$ cat src/rtl/udisk_pkg.sv
// udisk_pkg: shared types, widths and constants of the uniform disk sampler.
// Depends on nothing; every rtl module takes its names from here by scope.
package udisk_pkg;

   // Field widths
   localparam int IN_BITS    = 16;
   localparam int OUT_BITS   = 16;
   localparam int PHASE_BITS = IN_BITS - 2;

   // Internal fixed-point widths (Q30 throughout)
   localparam int Q_FRAC     = 30;
   localparam int R_BITS     = 30;
   localparam int X_BITS     = 31;
   localparam int X2_BITS    = 32;
   localparam int H_BITS     = 31;
   localparam int N_BITS     = 32;
   localparam int RECIP_BITS = 33;
   localparam int PROD_BITS  = R_BITS + X_BITS;
   localparam int OUT_SHIFT  = 61 - OUT_BITS;

   // Pipeline depths
   localparam int SIN_TERMS   = 7;
   localparam int SQRT_STAGES = 15;
   localparam int SINE_LAT    = 2 * SIN_TERMS + 3;
   localparam int SCALE_LAT   = 2;
   localparam int CORE_LAT    = SINE_LAT + SCALE_LAT;

   localparam logic [X_BITS-1:0] HALF_PI_Q30 = 31'h6487ED51;
   localparam logic [H_BITS-1:0] Q30_ONE     = 31'h4000_0000;

   // Series denominators 210,156,110,72,42,20,6 as exact reciprocals:
   // n / k == (n * ceil(2^s / k)) >> s for every 32-bit n
   localparam int SIN_SHIFT [SIN_TERMS] = '{40, 40, 39, 39, 38, 37, 35};
   localparam logic [RECIP_BITS-1:0] SIN_RECIP [SIN_TERMS] = '{
      33'(((64'd1 << 40) + 64'd209) / 64'd210),
      33'(((64'd1 << 40) + 64'd155) / 64'd156),
      33'(((64'd1 << 39) + 64'd109) / 64'd110),
      33'(((64'd1 << 39) + 64'd71) / 64'd72),
      33'(((64'd1 << 38) + 64'd41) / 64'd42),
      33'(((64'd1 << 37) + 64'd19) / 64'd20),
      33'(((64'd1 << 35) + 64'd5) / 64'd6)
   };

   typedef enum logic [1:0] {
      QUAD_FIRST  = 2'd0,
      QUAD_SECOND = 2'd1,
      QUAD_THIRD  = 2'd2,
      QUAD_FOURTH = 2'd3
   } udisk_quad_type;

   typedef struct packed {
      logic [IN_BITS-1:0] angle_fraction;
      logic [IN_BITS-1:0] radius_uniform;
   } udisk_req_type;

   typedef struct packed {
      logic signed [OUT_BITS-1:0] point_x;
      logic signed [OUT_BITS-1:0] point_y;
   } udisk_rsp_type;

endpackage

$ cat src/rtl/udisk_scale.sv
// udisk_scale: radius times trig magnitude, round to nearest, sign, saturate.
// Two register stages; uses udisk_pkg.
module udisk_scale (
   input  logic                                 clock,
   input  logic [udisk_pkg::R_BITS-1:0]         radius,
   input  logic [udisk_pkg::X_BITS-1:0]         magnitude,
   input  logic                                 negative,
   output logic signed [udisk_pkg::OUT_BITS-1:0] value
);

   localparam int M_BITS = udisk_pkg::PROD_BITS + 1 - udisk_pkg::OUT_SHIFT;

   logic [udisk_pkg::PROD_BITS-1:0]  prod_ff;
   logic                             neg_ff;
   logic [udisk_pkg::OUT_BITS-1:0]   value_ff;

   logic [udisk_pkg::PROD_BITS:0] sum;
   logic [M_BITS-1:0]             m;
   logic [M_BITS-1:0]             pos_max;
   logic [M_BITS-1:0]             clamped;
   logic [udisk_pkg::OUT_BITS-1:0] value_in;

   // Multiply
   always_ff @(posedge clock) begin
      prod_ff <= udisk_pkg::PROD_BITS'(radius) * udisk_pkg::PROD_BITS'(magnitude);
      neg_ff  <= negative;
   end

   // Round half away from zero, clamp, apply sign
   always_comb begin
      sum     = (udisk_pkg::PROD_BITS+1)'(prod_ff)
              + ((udisk_pkg::PROD_BITS+1)'(1) << (udisk_pkg::OUT_SHIFT - 1));
      m       = sum[udisk_pkg::OUT_SHIFT +: M_BITS];
      pos_max = (M_BITS'(1) << (udisk_pkg::OUT_BITS - 1)) - M_BITS'(1);
      if (neg_ff) begin
         clamped  = (m > pos_max + M_BITS'(1)) ? pos_max + M_BITS'(1) : m;
         value_in = udisk_pkg::OUT_BITS'(M_BITS'(0) - clamped);
      end else begin
         clamped  = (m > pos_max) ? pos_max : m;
         value_in = udisk_pkg::OUT_BITS'(clamped);
      end
   end

   always_ff @(posedge clock) begin
      value_ff <= value_in;
   end

   assign value = value_ff;

endmodule

$ cat config.mk
export PLATFORM = sky130hd
export DESIGN_NAME = udisk_scale
export DESIGN_NICKNAME = d
export VERILOG_FILES = /design/src/rtl/udisk_pkg.sv /design/src/rtl/udisk_scale.sv
export SDC_FILE = /design/constraint.sdc
export NUM_CORES = 2
export LEC_CHECK = 0
export BUFFER_PORTS_ARGS = -buffer_cell sky130_fd_sc_hd__buf_2
export CORE_ASPECT_RATIO = 0.7
export CORE_MARGIN = 1.5
export CORE_UTILIZATION = 45
export DETAILED_ROUTE_END_ITERATION = 10
export HOLD_SLACK_MARGIN = 0.05
export PLACE_DENSITY = 0.71
export SLEW_MARGIN = 10
export SYNTH_ARGS = -nofsm -noshare
export SYNTH_HDL_FRONTEND = slang
export SYNTH_SLANG_ARGS = --single-unit
$ cat constraint.sdc
create_clock -name clock -period 7.5 [get_ports clock]
set_input_delay 0 -clock clock [delete_from_list [all_inputs] [get_ports clock]]
set_output_delay 0 -clock clock [all_outputs]
set_load 0.01 [all_outputs]
==> impl_metrics.json <==
{
  "status": "finished clean",
  "synth_seq_cells": 34,
  "dp_hpwl_um": 68640,
  "grt_pass1_vias": 24650,
  "setup_viol": 0,
  "grt_start_max_net_pins": 34,
  "yosysSeqAreaShare_pct": 2.160,
  "slew_violations": 0,
  "routabilityCongestion": 0.9201,
  "fmax_mhz": 139.1,
  "fp-row-count": 80,
  "vias_per_cell": 5.138,
  "wire_per_inst_um": 17.91,
  "cts_setup_buffers": 0,
  "die_w_um": 319.3,
  "cp-start-kind": "input pin",
  "fin_crit_sh_pct": 95.82,
  "critPathArrivalTime_ps": 7370,
  "dr.pass1.iters": 8,
  "htreeDepth": 2,
  "rsz0062_at_grt": "false",
  "syn_inst": 3510,
  "maxCapViolCount": 0,
  "fillers": 6482,
  "io_pins": 79,
  "clkTransAtPathRegs_ps": 60,
  "syn_nets": 4628,
  "clkLatencyLatePin_ps": 280,
  "final_core_util_pct": 48.71,
  "die_area_um2": 71650,
  "synth_area_um2": 31510,
  "synth_edf_count": 0,
  "hold_violations": 0,
  "grt-ovfl-total": 0,
  "layout-drive-gt1-share_pct": 6.481,
  "ys_warn_count": 0,
  "portBuffers": 78,
  "cts_made_buffers": 5,
  "synthToLayoutAreaGrowth_pct": 6.146,
  "core_area_um2": 68670,
  "initial_core_util_pct": 45.89,
  "yosysTopAreaCell": "fa_1",
  "multi_input_area_um2": 26850,
  "dieHeight_um": 224.4,
  "crit_required_ps": 7680,
  "antenna_left": 0,
  "end_kind": "flip-flop",
  "nets": 4635,
  "crit_fanout": 17,
  "hp-class": "in -> reg",
  "synthTopCellsByCount": "inv_1, fa_1, and2_1, nand2_1, ha_1",
  "totalWireLength_um": 79190,
  "yosysMostFrequentCell": "inv_1",
  "avgSynthCellArea_um2": 8.978,
  "final_cells": 4422,
  "grt_pass1_wl_um": 133700,
  "cts_tree": "yes",
  "worst-setup-path-type": "in -> reg",
  "num_vias": 22720,
  "synth.area.top_cells": "fa_1, and2_1, inv_1",
  "drt_iter0_drc": 1507,
  "tightest_slew_ps": 1080,
  "place_inst": 4411,
  "finalCriticalPeriod_ps": 7187,
  "yosysUniqueCellTypes": 70,
  "synthArstFlopShare_pct": 0,
  "synth_ff_type": "dfxtp_1",
  "slew_headroom_pct": 27.88,
  "cts-root-buf": "clkbuf_16",
  "yosysTopAreaCellShare_pct": 51.27,
  "cts_buffer_depth": 2,
  "drc": 0,
  "register_area_um2": 680.7,
  "clock_sinks": 34,
  "finClkSkew_ps": 7.024,
  "grt_usage_pct": 23.39,
  "antenna_found_initial": 4
}
## state kept, by name (all words and copies together), names as in the netlist
signal,flops
neg_ff,1
value,16
prod_ff,17
## path summary, 6_finish.rpt
path / start / endpoint / slack [ps] / cells after the start
setup / recovery: magnitude[13] / prod_ff[53] / 310 / 25
hold / removal: negative / neg_ff / 360 / 2
setup reg to reg: prod_ff[44] / value[6] / 3360 / 11
hold reg to reg: prod_ff[59] / value[15] / 740 / 2
## stage by stage
stage | setup slack (ps) | area (um^2) | hold WS (ps) | TNS [ps]
after floorplan | 934.5 | 31510 | 27.72 | 0
after global placement | -41.78 | 33210 | 105.1 | -47.90
after detailed placement | -155.1 | 33210 | 116.9 | -513.1
after CTS | 103.3 | 33420 | 361.4 | 0
after global routing | 17.20 | 33440 | 367.1 | 0
final | 313.5 | 33450 | 363.2 | 0
## repair_timing
item	in CTS	in global routing
gates resized for setup	0	6
setup endpoints to repair	0	7
hold buffers	1	0
hold endpoints to repair	1	0
## cell type report
type | count | share of cell area (%)
multi-input combinational | 2418 | 80.28
inverter | 858 | 9.629
timing repair buffer | 200 | 4.085
tap | 902 | 3.374
sequential | 34 | 2.035
clock buffer | 5 | 0.3741
clock inverter | 3 | 0.2057
antenna | 2 | 0.01496
## layer usage
layer / vias up / part of all wire [%] / GRT usage (%) / wire [um]
li1: 10190 / - / - / -
met1: 11620 / 44 / 33.74 / 34880
met2: 801 / 47 / 38.38 / 37320
met3: 105 / 7.1 / 3.187 / 5629
met4: 6 / 1.7 / 3.579 / 1324
met5: - / 0.049 / 0 / 39
## placed cells by master, fill, tap and decap left out, drive strengths merged, types with 6 or more instances in the layout
master,instances
a21oi,51
nor3,17
o21a,6
nor2,42
o211ai,7
mux2i,7
and3,7
xnor2,28
ha,248
and2,556
clkbuf,8
a22oi,6
nand2,431
buf,196
xor2,11
inv,858
a21o,26
a31oi,6
a211oi,6
nand4,13
o21ai,31
nand3,33
nor4,9
dfxtp,34
fa,807
## worst max-delay path: stages
cell and delay (ps):
buf_2 240, buf_4 240, and2_1 180, fa_1 530
inv_1 50, fa_1 480, inv_1 50, fa_1 480
fa_1 590, fa_1 450, fa_1 480, fa_1 530
inv_1 60, fa_1 500, inv_1 50, ha_1 360
nand3_1 140, nor4_2 400, nand4_1 170, nor4_1 290
a311oi_1 130, buf_4 180, o311ai_2 380, nand2b_1 110
a221oi_1 280
## cells by family (layout without fill, tap and decap cells)
logic type / count (synthesis) / count (layout) / share of synthesized area (%)
compound gates: 186 / 186 / 4.082
other cells: 0 / 2 / 0
fa+ha+maj: 1055 / 1055 / 61.12
mux: 8 / 8 / 0.2581
simple gates: 1130 / 1130 / 18.62
flops: 34 / 34 / 2.160
xor+xnor: 39 / 39 / 1.084
buf+inv: 1058 / 1066 / 12.68
Power is left out: the tool's default activity adds up to more than one toggle a clock period on the data nets, which glitch-free logic cannot reach.
