==> config.mk <==
export PLATFORM = sky130hd
export DESIGN_NAME = udisk_sqrt
export DESIGN_NICKNAME = d
export VERILOG_FILES = /design/src/rtl/udisk_pkg.sv /design/src/rtl/udisk_sqrt.sv
export SDC_FILE = /design/constraint.sdc
export NUM_CORES = 2
export LEC_CHECK = 0
export BUFFER_PORTS_ARGS = -buffer_cell sky130_fd_sc_hd__buf_2
export CAP_MARGIN = 5
export CORE_UTILIZATION = 55
export DETAILED_ROUTE_END_ITERATION = 12
export GPL_TIMING_DRIVEN = 0
export PLACE_DENSITY = 0.73
export SETUP_SLACK_MARGIN = 0.05
export SLEW_MARGIN = 20
export SYNTH_ARGS = -nofsm -noshare
export SYNTH_HDL_FRONTEND = slang
export SYNTH_SLANG_ARGS = --single-unit
==> constraint.sdc <==
create_clock -name clock -period 8.8 [get_ports clock]
set_input_delay 0.44 -clock clock [delete_from_list [all_inputs] [get_ports clock]]
set_output_delay 0.44 -clock clock [all_outputs]
set_load 0.02 [all_outputs]
==> src/rtl/udisk_pkg.sv <==
// udisk_pkg: shared types, widths and constants of the uniform disk sampler.
// Depends on nothing; every rtl module takes its names from here by scope.
package udisk_pkg;

   // Field widths
   localparam int IN_BITS    = 16;
   localparam int OUT_BITS   = 16;
   localparam int PHASE_BITS = IN_BITS - 2;

   // Internal fixed-point widths (Q30 throughout)
   localparam int Q_FRAC     = 30;
   localparam int R_BITS     = 30;
   localparam int X_BITS     = 31;
   localparam int X2_BITS    = 32;
   localparam int H_BITS     = 31;
   localparam int N_BITS     = 32;
   localparam int RECIP_BITS = 33;
   localparam int PROD_BITS  = R_BITS + X_BITS;
   localparam int OUT_SHIFT  = 61 - OUT_BITS;

   // Pipeline depths
   localparam int SIN_TERMS   = 7;
   localparam int SQRT_STAGES = 15;
   localparam int SINE_LAT    = 2 * SIN_TERMS + 3;
   localparam int SCALE_LAT   = 2;
   localparam int CORE_LAT    = SINE_LAT + SCALE_LAT;

   localparam logic [X_BITS-1:0] HALF_PI_Q30 = 31'h6487ED51;
   localparam logic [H_BITS-1:0] Q30_ONE     = 31'h4000_0000;

   // Series denominators 210,156,110,72,42,20,6 as exact reciprocals:
   // n / k == (n * ceil(2^s / k)) >> s for every 32-bit n
   localparam int SIN_SHIFT [SIN_TERMS] = '{40, 40, 39, 39, 38, 37, 35};
   localparam logic [RECIP_BITS-1:0] SIN_RECIP [SIN_TERMS] = '{
      33'(((64'd1 << 40) + 64'd209) / 64'd210),
      33'(((64'd1 << 40) + 64'd155) / 64'd156),
      33'(((64'd1 << 39) + 64'd109) / 64'd110),
      33'(((64'd1 << 39) + 64'd71) / 64'd72),
      33'(((64'd1 << 38) + 64'd41) / 64'd42),
      33'(((64'd1 << 37) + 64'd19) / 64'd20),
      33'(((64'd1 << 35) + 64'd5) / 64'd6)
   };

   typedef enum logic [1:0] {
      QUAD_FIRST  = 2'd0,
      QUAD_SECOND = 2'd1,
      QUAD_THIRD  = 2'd2,
      QUAD_FOURTH = 2'd3
   } udisk_quad_type;

   typedef struct packed {
      logic [IN_BITS-1:0] angle_fraction;
      logic [IN_BITS-1:0] radius_uniform;
   } udisk_req_type;

   typedef struct packed {
      logic signed [OUT_BITS-1:0] point_x;
      logic signed [OUT_BITS-1:0] point_y;
   } udisk_rsp_type;

endpackage

==> src/rtl/udisk_sqrt.sv <==
// udisk_sqrt: pipelined digit-by-digit square root of radius_uniform * 2^44.
// Two result bits per stage, SQRT_STAGES stages; uses udisk_pkg.
module udisk_sqrt (
   input  logic                             clock,
   input  logic [udisk_pkg::IN_BITS-1:0]    radius_uniform,
   output logic [udisk_pkg::R_BITS-1:0]     root
);

   logic [udisk_pkg::R_BITS:0]    rem_ff [udisk_pkg::SQRT_STAGES];
   logic [udisk_pkg::R_BITS-1:0]  res_ff [udisk_pkg::SQRT_STAGES];
   logic [udisk_pkg::IN_BITS-1:0] rad_ff [udisk_pkg::SQRT_STAGES];

   for (genvar k = 0; k < udisk_pkg::SQRT_STAGES; k++) begin : g_stage
      logic [udisk_pkg::R_BITS:0]    rem_src;
      logic [udisk_pkg::R_BITS-1:0]  res_src;
      logic [udisk_pkg::IN_BITS-1:0] rad_src;
      logic [udisk_pkg::R_BITS:0]    rem_in;
      logic [udisk_pkg::R_BITS-1:0]  res_in;
      logic [udisk_pkg::IN_BITS-1:0] rad_in;

      // Take the fresh radicand in the first stage, the previous stage after
      if (k == 0) begin : g_first
         assign rem_src = '0;
         assign res_src = '0;
         assign rad_src = radius_uniform;
      end else begin : g_next
         assign rem_src = rem_ff[k-1];
         assign res_src = res_ff[k-1];
         assign rad_src = rad_ff[k-1];
      end

      // Resolve two root bits, feeding two radicand bits each
      always_comb begin
         logic [udisk_pkg::R_BITS+2:0] acc;
         logic [udisk_pkg::R_BITS+2:0] trial;
         rem_in = rem_src;
         res_in = res_src;
         rad_in = rad_src;
         for (int j = 0; j < 2; j++) begin
            acc   = {rem_in, rad_in[udisk_pkg::IN_BITS-1 -: 2]};
            trial = {1'b0, res_in, 2'b01};
            if (acc >= trial) begin
               acc    = acc - trial;
               res_in = {res_in[udisk_pkg::R_BITS-2:0], 1'b1};
            end else begin
               res_in = {res_in[udisk_pkg::R_BITS-2:0], 1'b0};
            end
            rem_in = acc[udisk_pkg::R_BITS:0];
            rad_in = {rad_in[udisk_pkg::IN_BITS-3:0], 2'b00};
         end
      end

      always_ff @(posedge clock) begin
         rem_ff[k] <= rem_in;
         res_ff[k] <= res_in;
         rad_ff[k] <= rad_in;
      end
   end

   assign root = res_ff[udisk_pkg::SQRT_STAGES-1];

endmodule

==> results_dict.tcl <==
set metrics [dict create \
    p_comb_share_pct 36.2 \
    die-area_um2 85240 \
    start_kind "flop" \
    switchingPower_mw 4.377 \
    register_area_um2 13370 \
    drt_iter0_drc 3107 \
    drv_cap 0 \
    tns_ps 0 \
    drive_gt1_share_pct 9.563 \
    dp_hpwl_mm 98.03 \
    grt_start_max_net_pins 16 \
    seq_power_share_pct 34.9 \
    r2r_slack_ps 490 \
    hold_path.class "in -> reg" \
    finalCritPeriodShare_pct 94.49 \
    r2r_end "rem_ff[1][116]" \
    finalNetCount 6087 \
    place.gp.congestion 0.9670 \
    portBuffers 46 \
    drc_errors 0 \
    critPathArrivalTime_ps 8820 \
    ys_top_cells_by_area "dfxtp_1 29%, ha_1 12%, xnor2_1 6.0%, a21oi_1 4.3%, nor2_1 3.5%" \
    antenna_found_initial 1 \
    relSlewSlack_pct 38.12 \
    cp_max_fo 11 \
    avgViaCountPerCell 5.957 \
    reg2reg_from "res_ff[1][65]" \
    synth_cells 5480 \
    core_area_um2 82640 \
    ys_ff_latch 668 \
    status "complete, no violations" \
    hp-start "radius_uniform[13]" \
    utilization_pct 61.37 \
    p_int_mw 7.420 \
    track_usage_pct 28.14 \
    grt_pass1_wl_mm 196.0 \
    drt_pre_antenna_iters 5 \
    ys.flop_type "dfxtp_1" \
    synthToLayoutAreaGrowth_pct 9.673 \
    fillers 7215 \
    worst-setup-path-type "reg -> reg" \
    grt_overflow 0 \
    required_ps 9300 \
    max-vdd-ir-drop_v 0.0001751 \
    period_needed_ps 8315 \
    p_per_area_nw_per_um2 232.6 \
    cts_tree "done" \
    skew_ps 25.23 \
    critPathLaunch "res_ff[1][65]" \
    rsz0062_at_grt "false" \
    yosys_warnings 0 \
    worst_pin_slew_ps 923.9 \
    whs_endpoint "rem_ff[0][3]" \
    htree_levels 3 \
    cp-end-kind "flop" \
    grt_pass1_vias 37519 \
    cts.sinks 668 \
    multi_input_area_um2 30920 \
    final_common_cell "dfxtp_1" \
    io_pins 47 \
    die_x_um 292.0 \
    clk_pin_slew_ps 60 \
    synth_edf_count 0 \
    synth_seq_area_share_pct 28.92 \
    chipHeight_um 292.0 \
    power_frac_clock_pct 28.9 \
    via_count 40202 \
    final-setup-viol-count 0 \
    synth_top_area_share_pct 28.92 \
    hold-path-cell-count 2 \
    total_leakage_power_nw 22.87 \
    worstSkewPairLatency_ps 630 \
    synth_area_leader_cell "dfxtp_1" \
    wl_per_cell_um 18.26 \
    cts.path.max_buffers 3 \
    routed_wl_mm 123.2 \
    ys_async_sr_fraction_pct 0 \
    final_cell_mix "668 x dfxtp_1, 439 x ha_1, 435 x nor2_1" \
    initial_core_util_pct 55.96 \
    root_buffer "clkbuf_16" \
    rows 105 \
    drv_slew 0 \
    numCtsBuffers 74 \
    fmax_ghz 0.1203 \
    worstRegToRegCells 27 \
    netSwitchingFraction_pct 37.10 \
    finalHoldViolCount 0 \
    final_antenna_net_count 0 \
    syn_area_um2 46240 \
    ys_types 125 \
    synth.avg_cell_area_um2 8.439 \
]
## metrics by stage
step,instance area (um^2),worst slack [ps],std cells,power (mW),hold WS [ps]
floorplan,46250,2580,5482,7.275,309.6
global placement,47820,134.1,6598,8.254,311.1
detailed placement,47820,67.40,6598,8.304,312.1
CTS,50670,184.0,6746,11.76,11.91
global route,50710,97.83,6748,12.48,23.92
finish,50720,485.0,6749,11.80,46.08
## kinds of logic after synthesis
| kind of cell | after synthesis | share of synthesized area, % |
|---|---|---|
| adders and majority gates | 452 | 12.44 |
| other | 1 | 0.008109 |
| AOI/OAI and AO/OA | 1460 | 20.91 |
| buffers and inverters | 490 | 4.291 |
| DFF | 668 | 28.92 |
| muxes | 181 | 4.394 |
| and+or+nand+nor | 1739 | 19.76 |
| xor gates and xnor gates | 489 | 9.278 |
## registers in the layout, summed over array words and instances, names as in the netlist
register	count
rad_ff	24
rem_ff	404
res_ff	240
## cell type report
type,count,share of cell area [%]
Antenna cell,1,0.004934
Buffer,124,1.214
Clock buffer,89,4.046
Clock inverter,47,1.325
Inverter,366,2.709
Multi-Input combinational cell,4324,60.97
Sequential cell,668,26.37
Tap cell,1070,2.640
Timing Repair Buffer,60,0.7204
## critical path, cell delays in order, from the launching register on
cell       delay (ps)
dfxtp_1           540
inv_1             140
ha_1              360
o21ai_0           100
a21boi_0          370
o2111ai_1         150
o221ai_1          420
o211ai_1          250
nand3_1           230
nor2_4            110
inv_2             110
clkbuf_1          540
clkbuf_1          650
a21oi_1           220
ha_1              380
o21ai_0           170
nand2b_1           80
a31o_2            260
a311o_1           400
a21oi_1           360
o21ai_0           260
a31o_2            330
a211oi_1          340
nand3_1           290
nor3_4            170
buf_4             190
buf_2             340
mux2_2            390
## metal layers
layer / share of wire (%) / track usage, %
met2: 45 / 45.78
met3: 5.2 / 3.045
met5: 0 / 0
met4: 4.0 / 11.51
met1: 46 / 37.89
## synthesized netlist by cell type, types with 33 or more instances
master / number
a211oi_1: 52
a21o_1: 168
a21oi_1: 401
and2_1: 46
and3_1: 47
clkbuf_1: 74
dfxtp_1: 668
ha_1: 439
inv_1: 357
mux2_2: 141
nand2_1: 404
nand2b_1: 77
nand3_1: 92
nand4_1: 45
nor2_1: 435
nor2b_1: 68
nor3_1: 156
nor4_1: 56
o211ai_1: 33
o21a_1: 91
o21ai_0: 295
o21bai_1: 45
o31ai_1: 50
or3_1: 73
or4_1: 34
xnor2_1: 317
xor2_1: 171
## worst max path at each step
stage | end | cells past startpoint | slack (ps)
after floorplan | rem_ff[1][181] | 28 | 2580
after global placement | rem_ff[1][117] | 26 | 130
after detailed placement | rem_ff[1][116] | 26 | 70
after CTS | rem_ff[1][116] | 26 | 180
after global routing | rem_ff[1][83] | 24 | 100
final | rem_ff[1][116] | 27 | 490
## power groups by stage
stage / combinational, mW / clock (mW) / sequential, mW
finish: 4.27 / 3.41 / 4.12
floorplan: 3.33 / 0 / 3.95
global placement: 4.11 / 0 / 4.14
global route: 4.71 / 3.59 / 4.17
CTS: 4.20 / 3.46 / 4.09
detailed placement: 4.16 / 0 / 4.15
## timing repair
action,CTS,global route
gates resized for setup,1,11
setup buffers,0,2
hold buffers,12,0
hold endpoints to repair,12,0
pin swaps,0,2
endpoints found under the setup margin,5,62
No activity file was read; power rests on OpenSTA's default activity.
